--- config.mk ---
export PLATFORM = sky130hd
export DESIGN_NAME = packbits_encoder
export DESIGN_NICKNAME = d
export VERILOG_FILES = /design/src/sv/pbenc_pkg.sv /design/src/sv/pbenc_ram.sv /design/src/sv/pbenc_ctl.sv /design/src/sv/pbenc_dp.sv /design/src/sv/packbits_encoder.sv
export VERILOG_INCLUDE_DIRS = /design/src /design/src/sv
export SDC_FILE = /design/constraint.sdc
export NUM_CORES = 1
export LEC_CHECK = 0
export ABC_AREA = 1
export BUFFER_PORTS_ARGS = -buffer_cell sky130_fd_sc_hd__buf_2
export CAP_MARGIN = 20
export CORE_UTILIZATION = 55
export DETAILED_ROUTE_END_ITERATION = 6
export PLACE_DENSITY = 0.71
export SYNTH_ARGS = -nofsm -noshare
export SYNTH_HDL_FRONTEND = slang
export SYNTH_SLANG_ARGS = --single-unit
--- constraint.sdc ---
create_clock -name clk -period 12.4 [get_ports clk]
set_clock_uncertainty 0.15 [all_clocks]
set_input_delay 1.86 -clock clk [delete_from_list [all_inputs] [get_ports clk]]
set_output_delay 1.86 -clock clk [all_outputs]
set_load 0.02 [all_outputs]
--- src/sv/assert_macros.svh ---
// Assertion macros shared by the encoder modules.
`ifndef ASSERT_MACROS_SVH
`define ASSERT_MACROS_SVH

// Same-cycle implication, disabled while in reset.
`define PB_ASSERT_IMP(label, clk, rst_n, ante, cons, msg) \
	label: assert property (@(posedge clk) disable iff (!rst_n) (ante) |-> (cons)) \
		else $error(msg);

// Next-cycle implication, disabled while in reset.
`define PB_ASSERT_NXT(label, clk, rst_n, ante, cons, msg) \
	label: assert property (@(posedge clk) disable iff (!rst_n) (ante) |=> (cons)) \
		else $error(msg);

`endif

--- src/sv/pbenc_pkg.sv ---
// Types, constants and codes shared by the run-length encoder modules.
package pbenc_pkg;

	localparam int DEF_MAX_PACKET = 128;

	// Header base for run packets and the end-of-stream marker
	localparam logic [8:0] RUN_BASE = 9'd257;
	localparam logic [7:0] END_MARK = 8'd128;

	// Input item kind code
	localparam logic KIND_FINISH = 1'b1;

	typedef struct packed {
		logic       kind;
		logic [7:0] data_byte;
	} in_item_t;

	typedef struct packed {
		logic [31:0] out_bytes;
		logic [2:0]  byte_count;
		logic        last;
	} out_item_t;

	// Controller to datapath
	typedef struct packed {
		logic accept;
		logic commit;
	} ctl_cmd_t;

	// Datapath to controller
	typedef struct packed {
		logic needs_drain;
		logic drain_done;
	} ctl_sts_t;

endpackage

--- src/sv/pbenc_ram.sv ---
// Generic single-write, single-read RAM with registered read data.
module pbenc_ram #(
	parameter int WIDTH = 8,
	parameter int DEPTH = pbenc_pkg::DEF_MAX_PACKET
) (
	input  logic                     clk,
	input  logic                     wr_en,
	input  logic [$clog2(DEPTH)-1:0] wr_addr,
	input  logic [WIDTH-1:0]         wr_data,
	input  logic                     rd_en,
	input  logic [$clog2(DEPTH)-1:0] rd_addr,
	output logic [WIDTH-1:0]         rd_data
);

	logic [WIDTH-1:0] mem_q [DEPTH];
	logic [WIDTH-1:0] rd_data_q;

	// Write port and registered read port (read returns old data on a clash)
	always_ff @(posedge clk) begin
		if (wr_en) begin
			mem_q[wr_addr] <= wr_data;
		end
		if (rd_en) begin
			rd_data_q <= mem_q[rd_addr];
		end
	end

	assign rd_data = rd_data_q;

endmodule

--- src/sv/pbenc_ctl.sv ---
// Controller state machine: takes items and waits out each packet drain.
`include "assert_macros.svh"

module pbenc_ctl (
	input  logic                clk,
	input  logic                arst_n,
	input  logic                in_valid,
	output logic                in_ready,
	input  pbenc_pkg::ctl_sts_t sts,
	output pbenc_pkg::ctl_cmd_t cmd
);

	localparam logic ST_IDLE  = 1'b0;
	localparam logic ST_DRAIN = 1'b1;

	logic state_q;
	logic state_d;

	assign in_ready   = (state_q == ST_IDLE);
	assign cmd.accept = in_valid && in_ready;
	assign cmd.commit = (state_q == ST_DRAIN) && sts.drain_done;

	// Next state
	always_comb begin
		state_d = state_q;
		case (state_q)
			ST_IDLE: begin
				if (cmd.accept && sts.needs_drain) begin
					state_d = ST_DRAIN;
				end
			end
			ST_DRAIN: begin
				if (sts.drain_done) begin
					state_d = ST_IDLE;
				end
			end
			default: begin
				state_d = ST_IDLE;
			end
		endcase
	end

	always_ff @(posedge clk or negedge arst_n) begin
		if (!arst_n) begin
			state_q <= ST_IDLE;
		end else begin
			state_q <= state_d;
		end
	end

	// The byte sequencer must be empty whenever a new item may be taken
	`PB_ASSERT_IMP(a_idle_drained, clk, arst_n, state_q == ST_IDLE, sts.drain_done,
		"controller idle while the datapath still drains")

endmodule

--- src/sv/pbenc_dp.sv ---
// Datapath: encoder state, packet store, byte sequencer and word packer.
`include "assert_macros.svh"

module pbenc_dp #(
	parameter int MAX_PACKET = pbenc_pkg::DEF_MAX_PACKET
) (
	input  logic                 clk,
	input  logic                 arst_n,
	input  pbenc_pkg::in_item_t  in_data,
	input  pbenc_pkg::ctl_cmd_t  cmd,
	output pbenc_pkg::ctl_sts_t  sts,
	output logic                 out_valid,
	input  logic                 out_ready,
	output pbenc_pkg::out_item_t out_data
);

	localparam int CW = $clog2(MAX_PACKET + 1);
	localparam int AW = $clog2(MAX_PACKET);
	localparam int LW = $clog2(MAX_PACKET + 3);

	localparam logic [8:0] RUN_BASE_W = pbenc_pkg::RUN_BASE;

	// Encoder state
	logic [CW-1:0] fill_q;
	logic [7:0]    last_q;
	logic          run_q;

	// Packet being drained
	logic [CW-1:0] pkt_n_q;
	logic          pkt_run_q;
	logic [7:0]    run_byte_q;
	logic [LW-1:0] len_q;
	logic          wr_pend_q;
	logic [7:0]    wr_byte_q;

	// Sequencer stage and output stage
	logic [LW-1:0] pos_q;
	logic          busy_q;
	logic          vld_s2;
	logic [LW-1:0] pos_s2;
	logic          last_s2;
	logic [23:0]   acc_q;
	logic [1:0]    cnt_q;
	logic          out_valid_q;
	pbenc_pkg::out_item_t out_q;

	// Decision signals
	logic [7:0]    c;
	logic          fin;
	logic          same;
	logic          full;
	logic [CW-1:0] nxt_fill;
	logic [7:0]    nxt_last;
	logic          nxt_run;
	logic [CW-1:0] em_n;
	logic          em_run;
	logic          em_term;
	logic [LW-1:0] pk_len;
	logic [LW-1:0] em_len;
	logic          wr_now;
	logic [AW-1:0] wr_now_addr;
	logic          wr_later;

	// Store port signals
	logic          ram_wr_en;
	logic [AW-1:0] ram_wr_addr;
	logic [7:0]    ram_wr_data;
	logic          ram_rd_en;
	logic [LW-1:0] pos_m1;
	logic [7:0]    ram_rd_data;

	// Sequencer and packer signals
	logic          adv;
	logic [LW-1:0] len_m1;
	logic          has_pkt;
	logic [8:0]    hdr_run;
	logic [7:0]    hdr;
	logic [7:0]    byte_s2;
	logic [31:0]   wrd;
	logic          flush;

	// Decide what the incoming item does to the pending packet
	always_comb begin
		c           = in_data.data_byte;
		fin         = (in_data.kind == pbenc_pkg::KIND_FINISH);
		same        = (last_q == c);
		full        = (fill_q >= CW'(MAX_PACKET));
		nxt_fill    = fill_q;
		nxt_last    = last_q;
		nxt_run     = run_q;
		em_n        = '0;
		em_run      = 1'b0;
		em_term     = 1'b0;
		wr_now      = 1'b0;
		wr_now_addr = fill_q[AW-1:0];
		wr_later    = 1'b0;
		if (fin) begin
			em_n     = fill_q;
			em_run   = run_q;
			em_term  = 1'b1;
			nxt_fill = '0;
			nxt_last = '0;
			nxt_run  = 1'b0;
		end else if (fill_q == '0) begin
			wr_now      = 1'b1;
			wr_now_addr = '0;
			nxt_fill    = CW'(1);
			nxt_last    = c;
			nxt_run     = 1'b0;
		end else if (full) begin
			em_n     = fill_q;
			em_run   = run_q;
			wr_later = 1'b1;
			nxt_fill = CW'(1);
			nxt_last = c;
			nxt_run  = 1'b0;
		end else if (same && (run_q || fill_q == CW'(1))) begin
			wr_now   = 1'b1;
			nxt_fill = fill_q + CW'(1);
			nxt_last = c;
			nxt_run  = 1'b1;
		end else if (!run_q) begin
			if (same) begin
				// literal closes one byte short, two-byte run starts
				em_n     = fill_q - CW'(1);
				nxt_fill = CW'(2);
				nxt_last = c;
				nxt_run  = 1'b1;
			end else begin
				wr_now   = 1'b1;
				nxt_fill = fill_q + CW'(1);
				nxt_last = c;
			end
		end else begin
			// run broken
			em_n     = fill_q;
			em_run   = 1'b1;
			wr_later = 1'b1;
			nxt_fill = CW'(1);
			nxt_last = c;
			nxt_run  = 1'b0;
		end
		if (em_n == '0) begin
			pk_len = '0;
		end else if (em_run) begin
			pk_len = LW'(2);
		end else begin
			pk_len = LW'(em_n) + LW'(1);
		end
		em_len = pk_len + LW'(em_term);
	end

	assign sts.needs_drain = em_term || (em_n != '0);
	assign sts.drain_done  = !busy_q && !vld_s2;

	// Encoder state and packet capture
	always_ff @(posedge clk or negedge arst_n) begin
		if (!arst_n) begin
			fill_q    <= '0;
			last_q    <= '0;
			run_q     <= 1'b0;
			wr_pend_q <= 1'b0;
		end else if (cmd.accept) begin
			fill_q    <= nxt_fill;
			last_q    <= nxt_last;
			run_q     <= nxt_run;
			wr_pend_q <= wr_later;
		end else if (cmd.commit) begin
			wr_pend_q <= 1'b0;
		end
	end

	always_ff @(posedge clk) begin
		if (cmd.accept) begin
			pkt_n_q    <= em_n;
			pkt_run_q  <= em_run;
			run_byte_q <= last_q;
			len_q      <= em_len;
			wr_byte_q  <= c;
		end
	end

	// Packet store: appends on accept, deferred first-byte write after a drain
	assign ram_wr_en   = (cmd.accept && wr_now) || (cmd.commit && wr_pend_q);
	assign ram_wr_addr = cmd.commit ? '0 : wr_now_addr;
	assign ram_wr_data = cmd.commit ? wr_byte_q : c;
	assign adv         = !out_valid_q || out_ready;
	assign ram_rd_en   = adv && busy_q;
	assign pos_m1      = pos_q - LW'(1);

	pbenc_ram #(
		.WIDTH(8),
		.DEPTH(MAX_PACKET)
	) u_store (
		.clk    (clk),
		.wr_en  (ram_wr_en),
		.wr_addr(ram_wr_addr),
		.wr_data(ram_wr_data),
		.rd_en  (ram_rd_en),
		.rd_addr(pos_m1[AW-1:0]),
		.rd_data(ram_rd_data)
	);

	// Byte sequencer: one packet byte position per cycle while the output is not stalled
	assign len_m1 = len_q - LW'(1);

	always_ff @(posedge clk or negedge arst_n) begin
		if (!arst_n) begin
			busy_q <= 1'b0;
			vld_s2 <= 1'b0;
		end else begin
			if (cmd.accept) begin
				busy_q <= sts.needs_drain;
			end else if (adv && busy_q && pos_q == len_m1) begin
				busy_q <= 1'b0;
			end
			if (adv) begin
				vld_s2 <= busy_q;
			end
		end
	end

	always_ff @(posedge clk) begin
		if (cmd.accept) begin
			pos_q <= '0;
		end else if (adv && busy_q) begin
			pos_q <= pos_q + LW'(1);
		end
		if (adv && busy_q) begin
			pos_s2  <= pos_q;
			last_s2 <= (pos_q == len_m1);
		end
	end

	// Byte select: header, run byte, stored literal bytes, end marker
	always_comb begin
		has_pkt = (pkt_n_q != '0);
		hdr_run = RUN_BASE_W - 9'(pkt_n_q);
		hdr     = pkt_run_q ? hdr_run[7:0] : 8'(pkt_n_q - CW'(1));
		if (has_pkt && pos_s2 == '0) begin
			byte_s2 = hdr;
		end else if (has_pkt && pkt_run_q && pos_s2 == LW'(1)) begin
			byte_s2 = run_byte_q;
		end else if (has_pkt && !pkt_run_q && pos_s2 <= LW'(pkt_n_q)) begin
			byte_s2 = ram_rd_data;
		end else begin
			byte_s2 = pbenc_pkg::END_MARK;
		end
		wrd   = {8'h00, acc_q} | (32'(byte_s2) << {cnt_q, 3'b000});
		flush = (cnt_q == 2'd3) || last_s2;
	end

	// Word packer and output register
	always_ff @(posedge clk or negedge arst_n) begin
		if (!arst_n) begin
			acc_q       <= '0;
			cnt_q       <= '0;
			out_valid_q <= 1'b0;
		end else begin
			if (adv && vld_s2) begin
				if (flush) begin
					acc_q <= '0;
					cnt_q <= '0;
				end else begin
					acc_q <= wrd[23:0];
					cnt_q <= cnt_q + 2'd1;
				end
			end
			if (adv && vld_s2 && flush) begin
				out_valid_q <= 1'b1;
			end else if (out_ready) begin
				out_valid_q <= 1'b0;
			end
		end
	end

	always_ff @(posedge clk) begin
		if (adv && vld_s2 && flush) begin
			out_q.out_bytes  <= wrd;
			out_q.byte_count <= 3'(cnt_q) + 3'd1;
			out_q.last       <= last_s2;
		end
	end

	assign out_valid = out_valid_q;
	assign out_data  = out_q;

	`PB_ASSERT_IMP(a_fill_range, clk, arst_n, 1'b1, fill_q <= CW'(MAX_PACKET),
		"pending byte count beyond store depth")
	`PB_ASSERT_IMP(a_pos_bound, clk, arst_n, busy_q, pos_q < len_q,
		"sequencer position past packet length")
	`PB_ASSERT_IMP(a_out_count, clk, arst_n, out_valid_q,
		out_q.byte_count != 3'd0 && out_q.byte_count <= 3'd4,
		"result word with bad byte count")
	`PB_ASSERT_NXT(a_stall_hold, clk, arst_n, busy_q && !adv && !cmd.accept, $stable(pos_q),
		"sequencer moved while the output was stalled")

endmodule

--- src/sv/packbits_encoder.sv ---
// Top level of the streaming PackBits run-length encoder.
//
// Input channel in_valid/in_ready/in_data carries one item: a data byte
// (kind 0) or a finish marker (kind 1). Output channel out_valid/out_ready/
// out_data carries result words of up to four packet bytes, first byte in
// bits 7:0, with byte_count and a last flag on the final word of an item.
// An item that closes no packet gives no result word.
// An item that closes a packet of L bytes (header, data, and the end marker
// on finish; L is at most MAX_PACKET + 2) holds in_ready low after
// acceptance until the packet has drained: the packet store has one read
// port and the sequencer moves one byte a cycle while the output is not
// stalled.
// Reset clears the pending count, last byte and run flag and empties the
// sequencer; the packet store itself needs no clearing.
// A stalled receiver holds the output register, which halts the sequencer
// and in turn keeps in_ready low until the drain can finish.
module packbits_encoder #(
	parameter int MAX_PACKET = pbenc_pkg::DEF_MAX_PACKET
) (
	input  logic                 clk,
	input  logic                 arst_n,
	input  logic                 in_valid,
	output logic                 in_ready,
	input  pbenc_pkg::in_item_t  in_data,
	output logic                 out_valid,
	input  logic                 out_ready,
	output pbenc_pkg::out_item_t out_data
);

	pbenc_pkg::ctl_cmd_t cmd;
	pbenc_pkg::ctl_sts_t sts;

	pbenc_ctl u_ctl (
		.clk     (clk),
		.arst_n  (arst_n),
		.in_valid(in_valid),
		.in_ready(in_ready),
		.sts     (sts),
		.cmd     (cmd)
	);

	pbenc_dp #(
		.MAX_PACKET(MAX_PACKET)
	) u_dp (
		.clk      (clk),
		.arst_n   (arst_n),
		.in_data  (in_data),
		.cmd      (cmd),
		.sts      (sts),
		.out_valid(out_valid),
		.out_ready(out_ready),
		.out_data (out_data)
	);

endmodule
After elaboration in Yosys (flattened, before gate mapping). Memory sizes are Yosys's and may differ from the RTL's. A register that Yosys moved wholly into a read port is not among the register bits. Index checks and enable logic that the tools add are counted.

$add $sub $neg: 11. $lt $le $gt $ge: 2. Mux-type cells: 57. Reductions and logical operators: 33. Bitwise logic cells: 2. Shift operators: 1. Equal/unequal tests: 5.

Operators with widths (count): 8-bit 2-to-1 mux (20); 24-bit by 32-bit OR with 32-bit output (1); 8-bit by 5-bit left shift with 32-bit output (1); 1-bit 2-to-1 mux (31); 8-bit by 1-bit adder with 8-bit output (second input constant) (3); 8-bit logical NOT (3); 24-bit 2-to-1 mux (1); 8-bit by 1-bit subtractor with 8-bit output (second input constant) (3); 7-bit 2-to-1 mux (3); 8-bit by 1-bit equality test with 1-bit output (second input constant) (2); 8-bit equality test (2); 1-bit logical AND (16); 8-bit nonzero test (2); 8-bit by 1-bit adder with 8-bit output (1); 8-bit >= comparator (second input constant) (1); 8-bit <= comparator (1); 1-bit by 8-bit subtractor with 8-bit output (first input constant) (1); 7-bit by 1-bit subtractor with 7-bit output (second input constant) (1); 2-bit nonzero test (3); 1-bit logical OR (5); 1-bit logical NOT (4); 2-bit by 1-bit adder with 3-bit output (second input constant) (1); 2-bit by 1-bit adder with 2-bit output (second input constant) (1); 2-bit equality test (second input constant) (1); 3 further kinds (3).

Flip-flop bits (word level): 134. Memory bits (writable): 1024. Memories: 1. Input bits: 13.

Memories: u_dp.u_store.mem_q (depth 128, width 8, read ports 1, clocked after memory_dff 1, wr ports 1, line pbenc_ram.sv:15) `logic [WIDTH-1:0] mem_q [DEPTH];`.

Logic depth before layout (Yosys ltp). Gate-level depths: netlist (run 1).

Word-level depth: 12. Depth in mapped cells: 25.

Modules after synthesis. Synthesis (run 1) repeated with hierarchy kept, for this count alone.

Cells, all modules: 4366. Area total of the unflattened synthesis: 49368.6 um^2.

Modules (own cells, without submodules): pbenc_ram (cells each 3575, instances 1, sequential area each 30989.7 um^2, area each 42184.2 um^2); pbenc_dp (cells each 781, instances 1, sequential area each 3678.5 um^2, area each 7119.3 um^2); pbenc_ctl (cells each 10, instances 1, sequential area each 25.0 um^2, area each 65.1 um^2).

Worst setup path before layout (run 1). Ideal clock, no wire load.

Kind: input-to-reg. Start: input port in_data[2] (netlist name). End: memory u_dp.u_store.mem_q[0][2], data pin. Setup slack: 4.137 ns. Arrival: 6.916 ns. Setup time: 1.197 ns. Data required time: 11.053 ns. Path buffers: 0. Stages: 2. Cell sequence: inv_1 -> o21ai_0.

Word-level cells in the longest chain between the ends: 1.

RTL lines: from (decl) (line packbits_encoder.sv:24) `input pbenc_pkg::in_item_t in_data,`; 8-bit 2-to-1 mux (line pbenc_dp.sv:186) `assign ram_wr_data = cmd.commit ? wr_byte_q : c;`; named net u_dp.ram_wr_data[2] (line pbenc_dp.sv:67) `logic [7:0] ram_wr_data;`; to (decl) (line pbenc_ram.sv:15).

The timed path passes the listed nets, and every way through them passes these cells.

Worst setup path in the final report (run 1).
Start: register u_dp.pos_q[0]. End: register u_dp.u_store.rd_data_q[4] (netlist: u_dp.u_store.rd_data[4]), read port of u_dp.u_store.mem_q, data pin.

Word-level cells in the longest chain between the ends: 1.

RTL lines: from (decl) (line pbenc_dp.sv:37) `logic [LW-1:0] pos_q;`; from (signal assigned) (line pbenc_dp.sv:227) `pos_q <= pos_q + LW'(1);`; 7-bit by 1-bit subtractor with 7-bit output (line pbenc_dp.sv:189) `assign pos_m1 = pos_q - LW'(1);`; to (decl) (line pbenc_ram.sv:16) `logic [WIDTH-1:0] rd_data_q;`.

No other way between the ends. A chain may end at the register's enable or synchronous reset.

==> results of run 1 <==
-- power groups by stage --
stage	sequential, W	combinational [W]	clock, W
floorplan	0.00519	0.00351	0
global placement	0.00511	0.00520	0
detailed placement	0.00512	0.00526	0
CTS	0.00503	0.00529	0.00346
global route	0.00505	0.00578	0.00362
finish	0.00504	0.00538	0.00344
-- cell usage in the layout (no fill, tap or decap), types with 38 or more instances in the layout --
cell,instances
sky130_fd_sc_hd__buf_2,50
sky130_fd_sc_hd__nand2_1,205
sky130_fd_sc_hd__o22ai_1,60
sky130_fd_sc_hd__o32ai_1,93
sky130_fd_sc_hd__o221ai_1,153
sky130_fd_sc_hd__clkbuf_16,119
sky130_fd_sc_hd__mux2i_1,157
sky130_fd_sc_hd__dfrtp_1,48
sky130_fd_sc_hd__clkbuf_1,38
sky130_fd_sc_hd__o21ai_0,383
sky130_fd_sc_hd__edfxtp_1,1110
sky130_fd_sc_hd__inv_1,122
sky130_fd_sc_hd__buf_4,43
sky130_fd_sc_hd__nand3_1,134
sky130_fd_sc_hd__nor2_1,725
-- per-layer routing --
| layer | track usage (%) | part of all wire, % | vias up | wire [um] |
|---|---|---|---|---|
| met1 | 37.83 | 41 | 14860 | 48050 |
| met4 | 9.966 | 3.7 | 0 | 4347 |
| met3 | 3.498 | 8.2 | 258 | 9661 |
| met5 | 0 | 0 | - | 0 |
| li1 | - | - | 13630 | - |
| met2 | 42.61 | 48 | 1593 | 56170 |
-- final cells by class --
| type | count | share of cell area, % |
|---|---|---|
| tap | 1144 | 2.705 |
| multi-input combinational | 2128 | 22.59 |
| clock buffer | 162 | 6.027 |
| clock inverter | 48 | 0.9576 |
| inverter | 131 | 0.9434 |
| timing repair buffer | 96 | 1.211 |
| sequential | 1166 | 65.57 |
-- sequential cells by signal (all words and copies together) (netlist names), 2 cells and up --
register,count
u_dp.u_store.mem_q,1024
u_dp.out_data,36
u_dp.acc_q,24
u_dp.fill_q,8
u_dp.last_q,8
u_dp.len_q,8
u_dp.pkt_n_q,8
u_dp.pos_q,8
u_dp.pos_s2,8
u_dp.run_byte_q,8
u_dp.u_store.rd_data,8
u_dp.wr_byte_q,8
u_dp.cnt_q,2
-- path summary, 6_finish.rpt --
path	to	slack, ps	cells after the start
max	u_dp.u_store.rd_data[4]	6610	12
min in group asynchronous	u_dp.acc_q[4]	1150	2
max in group asynchronous	u_dp.fill_q[6]	10510	2
min reg2reg	u_dp.run_byte_q[1]	330	0
min	u_dp.run_byte_q[1]	330	0
max reg2reg	u_dp.u_store.rd_data[4]	6610	12
-- cells by family (layout without fill, tap and decap cells) --
kind of cell    count (synthesis)  after routing
mux                           158            158
fa+ha+maj                      23             23
flops                        1166           1166
xor+xnor                       31             31
buf+inv                       357            437
simple gates                 1133           1133
compound gates                783            783
-- synthesized netlist by cell type, types with 2 or more instances --
cell / instances
sky130_fd_sc_hd__clkbuf_1: 130
sky130_fd_sc_hd__mux2i_1: 157
sky130_fd_sc_hd__or2_2: 4
sky130_fd_sc_hd__nor2_1: 725
sky130_fd_sc_hd__o221ai_1: 153
sky130_fd_sc_hd__and3_1: 2
sky130_fd_sc_hd__buf_2: 73
sky130_fd_sc_hd__o21ai_1: 3
sky130_fd_sc_hd__inv_1: 122
sky130_fd_sc_hd__nor2_4: 2
sky130_fd_sc_hd__dfrtp_1: 48
sky130_fd_sc_hd__o21bai_1: 4
sky130_fd_sc_hd__nor3_1: 22
sky130_fd_sc_hd__a31oi_1: 3
sky130_fd_sc_hd__nand4_1: 16
sky130_fd_sc_hd__clkinv_1: 6
sky130_fd_sc_hd__o22ai_1: 60
sky130_fd_sc_hd__nand3_1: 134
sky130_fd_sc_hd__inv_2: 3
sky130_fd_sc_hd__nand3_2: 5
sky130_fd_sc_hd__o21a_1: 7
sky130_fd_sc_hd__edfxtp_1: 1110
sky130_fd_sc_hd__o211ai_1: 29
sky130_fd_sc_hd__nor4_1: 3
sky130_fd_sc_hd__o21ai_0: 391
sky130_fd_sc_hd__xor2_1: 20
sky130_fd_sc_hd__buf_4: 5
sky130_fd_sc_hd__a21oi_1: 34
sky130_fd_sc_hd__nand2_1: 206
sky130_fd_sc_hd__nor2_2: 7
sky130_fd_sc_hd__ha_1: 23
sky130_fd_sc_hd__dfxtp_1: 8
sky130_fd_sc_hd__nand2_2: 3
sky130_fd_sc_hd__buf_1: 18
sky130_fd_sc_hd__nand2_4: 2
sky130_fd_sc_hd__xnor2_1: 11
sky130_fd_sc_hd__o32ai_1: 93
-- through the flow --
step	std cells	hold WS, ps	instance area (sq um)
2_1_floorplan	3651	252.9	47940
3_3_place_gp	4664	309.1	49190
3_5_place_dp	4664	313.8	49190
4_1_cts	4874	328.8	52890
5_1_grt	4875	347.5	52920
6_report	4875	329.8	52920
-- critical path: cells and delay by family, from the launching register on --
kind,cells,cell delay (ps)
flip-flops,1,920
adder cells (fa/ha/maj),1,720
buffers and inverters,3,1940
AO/OA/AOI/OAI,5,1250
AND/OR/NAND/NOR,3,500
==> results.md, run 1 <==
- Outcome: finished clean
- Cell at the slowest stage of the critical path: sky130_fd_sc_hd__dfxtp_4
- Share of post-route cells with drive strength above 1: under 10%
- Total of endpoints with negative setup slack in the final report: 0
- Initial cell density of the core: a little under three fifths
- Postcts setup bufs: 0
- Critical Path, Cell by Cell: inv_8 > ha_4 > buf_4 > buf_12 > o21ai_0 > o221ai_1 > o21ai_0 > o211ai_1 > nand3_1 > nand2_1 > nor2_1 > a31oi_1
- Total detailed-routing wirelength: ~120000 um
- Cell-internal power: approximately 0.0084 W
- Clock Tree Root: sky130_fd_sc_hd__clkbuf_16
- Placeable Area: ~86000 sq um
- DR WL/cell: 24.25 um
- Number of nets in the layout: around 3700
- Vias in the first global route: between 20000 and 30000
- Leakage dissipation: 17.69 nW
- Clock transition at the register clock pins on the worst setup and hold paths after CTS: roughly 60 ps
- Synthesized cell area: between 40000 and 50000 sq um
- Yosys synthesis warning count: 0
- Setup TNS: 0 ps
- Grt total ovfl: 0
- Global-route wire length before repair: 180100 um
- Clock tree buffer depth: 3
- Worst-Margin Slew: approximately 1300 ps
- PostCTS Resize Cnt: 0
- Final critical path time including I/O delays and setup: between 5000 and 6000 ps
- Pin count of the biggest net entering global routing: 220
- Post-synthesis cell type with the largest combined area: sky130_fd_sc_hd__edfxtp_1
- Fmax: about 0.17 GHz
- Xor/xnor share of the synthesized area: less than 1%
- Boundary pin count: 51
- Mean instance size in the synthesized netlist: between 10 and 15 sq um
- Maximum vdd ir drop: around 0.22 mV
- Adder and majority gate portion of the synthesized area: less than 1%
- Prevailing post-synth register cell: sky130_fd_sc_hd__edfxtp_1
- Clock Sink Count: 1166
- Share of synthesized registers carrying an async set or reset: a little over 4%
- Post-DRT Antenna Nets: 0
- CTS tree: yes
- Share of the yosys chip area belonging to registers: around 72%
- Type of origin of the critical path: flip-flop
- Number of port buffers: 50
- Worst-path fanout max: slightly below 200
- Start point of the critical path: u_dp.pos_q[0]
- Number of rows in the core area: between 100 and 150
- # H-tree levels: 3
- Post-layout power: 0.01385 W
- First-pass iteration count of the detailed router: 6
- Synthesized instance count: between 3000 and 4000
- Part of the total power dissipated in the clock network: around a quarter
- Max-capacitance violation count: 0
- Distinct cell type count after synthesis: 46
- Die span in y: 297.2 um
- Share of power burned in combinational logic: approximately two fifths
- DR vias: about 30000
- Combinational family with the most area after synthesis: compound AO/OA/AOI/OAI gates
- Crit path top cell by count: sky130_fd_sc_hd__o21ai_0
- Complex-gate fraction of the synthesized area: a little over a tenth
- Endpoint required time on the critical path: 12780 ps
- Total routing usage reported by global routing: a little over a quarter
- Number of buffers inserted during clock tree synthesis: between 100 and 150
- Tcrit/Tclk final: between 40% and 50%
- Area growth from synthesis to final layout: 10.38%
- Worst min-delay path category: reg2reg
- DPL Wire Length: around 68000 um
- Top post-synthesis cells by area: sky130_fd_sc_hd__edfxtp_1 (70%), sky130_fd_sc_hd__nor2_1 (5.7%), sky130_fd_sc_hd__o21ai_0 (4.1%)
- Max Transition Viols Final: 0
- Share of total power consumed by net switching: 39.38%
- Reg power frac: between 30% and 40%
- Clock latency on the worst-skew pair: just under 700 ps
- Final number of hold-violating endpoints: 0
- Final core area utilization: about three fifths
- Antenna violations before repair: 0
- Minimum setup slack in the final design: 6611 ps
- Simple-gate share of the synthesized area: 9.612%
- Worst slack at placement: ~6700 ps
- Crit path largest cell delay: around 920 ps
- Max-slew headroom: a little under an eighth
- Number of DRC markers in iteration 0: ~4000
- Crit path DAT: between 6000 and 7000 ps
- Via/cell ratio: a little over 6
- Full die area: between 80000 and 90000 sq um
- Antenna diode instance count: 0
- Area of the multi-input gates: 11950 sq um
- Critical path endpoint category: flip-flop
- Critical hold path startpoint: u_dp.last_q[1]
- Proportion of synthesized area in mux cells: 3.301%
- Net switching power figure: between 0.005 and 0.006 W
- RD Place Congestion: just under 0.9
- Power Dens Cells: 261.8 nW/um^2
- Post-synth EDFFs: ~1100
- Final routed DRC violation total: 0
- Net count of the mapped netlist: 3687
- Number of hold buffers added after cts: 0
- Die W: between 200 and 300 um
- Kind of critical path: reg2reg
- Count of filler cells inserted in the layout: ~6400
- Sequential cell area: around 35000 sq um
- Reg2Reg Launch Point: u_dp.pos_q[0]
- Setup repair after global routing missed its margin: no
- Seq cells post-synth: around 1200
- Area share of the largest cell type after synthesis: a little over two thirds
(Power assumes the default switching activity.)
==> inputs of run 2 (changes only) <==
--- a/config.mk
+++ b/config.mk
@@ -6,7 +6,7 @@
 export SDC_FILE = /design/constraint.sdc
 export NUM_CORES = 1
 export LEC_CHECK = 0
-export ABC_AREA = 1
+export ABC_AREA = 0
 export BUFFER_PORTS_ARGS = -buffer_cell sky130_fd_sc_hd__buf_2
 export CAP_MARGIN = 20
 export CORE_UTILIZATION = 55
==> constraint.sdc (replaced) <==
create_clock -name clk -period 5.9 [get_ports clk]
set_clock_uncertainty 0.15 [all_clocks]
set_input_delay 0.885 -clock clk [delete_from_list [all_inputs] [get_ports clk]]
set_output_delay 0.885 -clock clk [all_outputs]
set_load 0.02 [all_outputs]
==> run 2 against run 1 <==
Effect of this change:
- cell area fell by 1.8%
- count of clock-buffer cells in the layout shrank 26
- largest power group is now registers
- largest cell class unchanged
- cell count shrank 25%
==> results.md, run 2 <==
- Outcome: finished clean
- Number of buffers inserted during clock tree synthesis: 112 (-1.8%)
- Synthesized cell area: 46750 sq um (-2.5%)
- Global-route wire length before repair: 154300 um (-14%)
- Largest register FFs: 1024 (unchanged)
- Leading cell type by number of instances after synthesis: sky130_fd_sc_hd__edfxtp_1
- Top post-synthesis cells by area: sky130_fd_sc_hd__edfxtp_1 (71%), sky130_fd_sc_hd__mux4_2 (16%), sky130_fd_sc_hd__dfrtp_1 (2.6%)
- Final routed DRC violation total: 0 (unchanged)
- Die W: 293.5 um (-1.2%)
- Xor/xnor share of the synthesized area: 0.8431% (+0.28 points)
- Full die area: 86170 sq um (-2.5%)
- Clock Sink Count: 1166 (unchanged)
- Seq cells post-synth: 1166 (unchanged)
- Complex-gate fraction of the synthesized area: 2.302% (-8.2 points)
- Post-synthesis cell type with the largest combined area: sky130_fd_sc_hd__edfxtp_1
- Power Dens Cells: 507.9 nW/um^2 (+94%)
- Share of post-route cells with drive strength above 1: 25.13% (+17 points)
- Initial cell density of the core: 55.77% (-0.095 points)
- Worst min-delay path category: in2reg
- Crit path largest cell delay: 650 ps (-270 ps)
- Distinct cell type count after synthesis: 70 (+52%)
- Setup repair after global routing missed its margin: no
- Adder and majority gate portion of the synthesized area: 0.6156% (+0.015 points)
- First-pass iteration count of the detailed router: 5 (-1)
- DR WL/cell: 28.39 um (+17%)
- Placeable Area: 83820 sq um (-2.3%)
- Clock Tree Root: sky130_fd_sc_hd__clkbuf_16
- Crit path DAT: 5170 ps (-1000 ps)
- Post-layout power: 0.02639 W (+91%)
- Post-DRT Antenna Nets: 0 (unchanged)
- Endpoint required time on the critical path: 6190 ps (-6590 ps)
- Total detailed-routing wirelength: 103400 um (-13%)
- Post-Place Cell Area: 48440 sq um (-1.5%)
- Die span in y: 293.5 um (-1.2%)
- Top post-synthesis cells by count: sky130_fd_sc_hd__edfxtp_1 (1110), sky130_fd_sc_hd__mux4_2 (336), sky130_fd_sc_hd__nor2_1 (195), sky130_fd_sc_hd__nand2_1 (103), sky130_fd_sc_hd__clkbuf_1 (64)
- Register bank with the most flops: u_dp.u_store.mem_q
- Clock transition at the register clock pins on the worst setup and hold paths after CTS: 60 ps (about the same)
- Design Area, Final: 51970 sq um (-1.8%)
- Final critical path time including I/O delays and setup: 4886 ps (-902.8 ps)
- Max-capacitance violation count: 0 (unchanged)
- # H-tree levels: 3 (unchanged)
- Combinational family with the most area after synthesis: multiplexers
- Total of endpoints with negative setup slack in the final report: 0 (unchanged)
- DR vias: 23150 (-24%)
- Net count of the mapped netlist: 2358 (-36%)
- Final number of hold-violating endpoints: 0 (unchanged)
- Antenna violations before repair: 2 (+2)
- Clock tree buffer depth: 3 (unchanged)
- Number of DRC markers in iteration 0: 2696 (-33%)
- Critical path endpoint category: flip-flop
- Proportion of synthesized area in mux cells: 16.62% (+13 points)
- Total routing usage reported by global routing: 24.64% (-2.1 points)
- Leakage dissipation: 16.63 nW (-6.0%)
- Vias in the first global route: 23270 (-21%)
- DPL Wire Length: 63630 um (-6.5%)
- Prevailing post-synth register cell: sky130_fd_sc_hd__edfxtp_1
- CTS tree: yes
- Boundary pin count: 51 (unchanged)
- Commonest cells after routing, fill and taps aside: sky130_fd_sc_hd__edfxtp_1 (1110), sky130_fd_sc_hd__mux4_2 (336), sky130_fd_sc_hd__nor2_1 (195), sky130_fd_sc_hd__clkbuf_16 (112), sky130_fd_sc_hd__nand2_1 (95)
- Pin count of the biggest net entering global routing: 107 (-51%)
- Yosys synthesis warning count: 0 (unchanged)
- Area growth from synthesis to final layout: 11.17%
- Critical Path, Cell by Cell: inv_1 > ha_1 > o211a_1 > or3_1 > nor3_1 > nor2_1 > inv_1 > ha_1 > nand3b_1 > a32oi_1 > xnor2_1 > nand2_1 > a211oi_1 > o211ai_1 > mux2_4
- Fmax: 0.2047 GHz (+18%)
- Worst-Margin Slew: 1185 ps (-135.7 ps)
- Clock latency on the worst-skew pair: 690 ps (about the same)
- Post-synth EDFFs: 1110 (unchanged)
- Max-slew headroom: 20.97% (+9.0 points)
- Number of port buffers: 50 (unchanged)
- Synthesized instance count: 2322 (-36%)
- Number of rows in the core area: 106 (-0.93%)
- Worst-path fanout max: 12 (-94%)
- RD Place Congestion: 0.8843 (+2.0%)
- Most frequent standard cell in the layout excluding fill and tap cells: sky130_fd_sc_hd__edfxtp_1
- Kind of critical path: reg2reg
- Grt total ovfl: 0 (unchanged)
- Via/cell ratio: 6.356 (+2.1%)
- Mean instance size in the synthesized netlist: 20.13 sq um (+53%)
- Number of nets in the layout: 2450 (-33%)
- Maximum vdd ir drop: 0.6043 mV (+170%)
- Setup TNS: 0 ps (unchanged)
- Simple-gate share of the synthesized area: 4.183% (-5.4 points)
- Max Transition Viols Final: 0 (unchanged)
- Area share of the largest cell type after synthesis: 71.30% (+1.8 points)
- Cell at the slowest stage of the critical path: sky130_fd_sc_hd__dfrtp_1
- Share of the yosys chip area belonging to registers: 74.21% (+1.8 points)
- Tcrit/Tclk final: 82.81% (+36 points)
- Share of synthesized registers carrying an async set or reset: 4.117% (unchanged)
- Type of origin of the critical path: flip-flop
-- run 2: cell count changes in the layout (fill, tap and decap cells not counted), moves of 93 or more --
cell                       change
sky130_fd_sc_hd__inv_1        -97
sky130_fd_sc_hd__mux2i_1     -153
sky130_fd_sc_hd__mux4_2      +336
sky130_fd_sc_hd__nand2_1     -110
sky130_fd_sc_hd__nand3_1      -97
sky130_fd_sc_hd__nor2_1      -530
sky130_fd_sc_hd__o21ai_0     -352
sky130_fd_sc_hd__o221ai_1    -153
sky130_fd_sc_hd__o32ai_1      -93
-- run 2: per-stage QoR --
step                      instances  utilization, %  worst slack (ps)  hold slack [ps]
after floorplan                2322               -              1638            252.9
after global placement         3432           57.79              1131            314.2
after detailed placement       3432           57.79             954.0            316.9
after CTS                      3639           61.96              1168            243.9
after global routing           3641           62.00             799.4            260.4
final                          3642           62.00              1014            286.8
-- run 2: what timing repair did --
action                    in CTS  in global routing
setup buffers                  0                  0
hold buffers                   0                  1
hold endpoints to repair       0                 15
resized for setup              0                  0
-- run 2: worst max-delay path, delay by kind of cell, from the launching register on --
| kind | cells | cell delay [ps] |
|---|---|---|
| XOR/XNOR | 1 | 160 |
| multiplexers | 1 | 330 |
| AND/OR/NAND/NOR | 5 | 1140 |
| AO/OA/AOI/OAI | 4 | 1090 |
| buffers and inverters | 2 | 410 |
| adder cells (fa/ha/maj) | 2 | 690 |
| flip-flops | 1 | 650 |
-- run 2: final cells by class --
class / count / area [sq um]
inverters: 29 / 108.9
multi-input cells: 1016 / 11600
clock buffers: 136 / 2903
clock inverters: 71 / 595.6
diodes: 1 / 2.502
flip-flops and latches: 1166 / 34700
well taps: 1134 / 1419
fillers: 5695 / 31850
repair buffers: 89 / 645.6
-- run 2: final timing paths --
path | from | end | slack [ps] | cells past startpoint
max | u_dp.fill_q[1] | u_dp.len_q[7] | 1010 | 15
min | in_data[7] | u_dp.wr_byte_q[7] | 290 | 1
max reg2reg | u_dp.fill_q[1] | u_dp.len_q[7] | 1010 | 15
min reg2reg | u_dp.acc_q[15] | u_dp.acc_q[15] | 340 | 2
max in group asynchronous | arst_n | u_dp.fill_q[7] | 4560 | 3
min in group asynchronous | arst_n | u_dp.acc_q[5] | 520 | 2
-- run 2: power breakdown --
part / internal (W) / switching [W] / total, W
Sequential: 0.0103 / 0.000318 / 0.0106
Clock: 0.00381 / 0.00301 / 0.00682
Combinational: 0.00383 / 0.00514 / 0.00897
-- run 2: logic make-up (layout without fill, tap and decap cells) --
| family | Yosys count | after routing |
|---|---|---|
| flip-flops | 1166 | 1166 |
| AND/OR/NAND/NOR | 431 | 431 |
| multiplexers | 354 | 354 |
| AO/OA/AOI/OAI | 163 | 163 |
| buffers and inverters | 140 | 325 |
| XOR/XNOR | 45 | 45 |
| adder cells (fa/ha/maj) | 23 | 23 |
| other | 0 | 1 |
-- run 2: layer usage --
layer / global-route usage [%] / part of all wire [%] / vias up
met5: 0 / 0 / -
met2: 37.29 / 47 / 1111
met3: 5.734 / 8.8 / 173
met4: 8.371 / 3.1 / 0
met1: 35.75 / 41 / 12170
li1: - / - / 9699
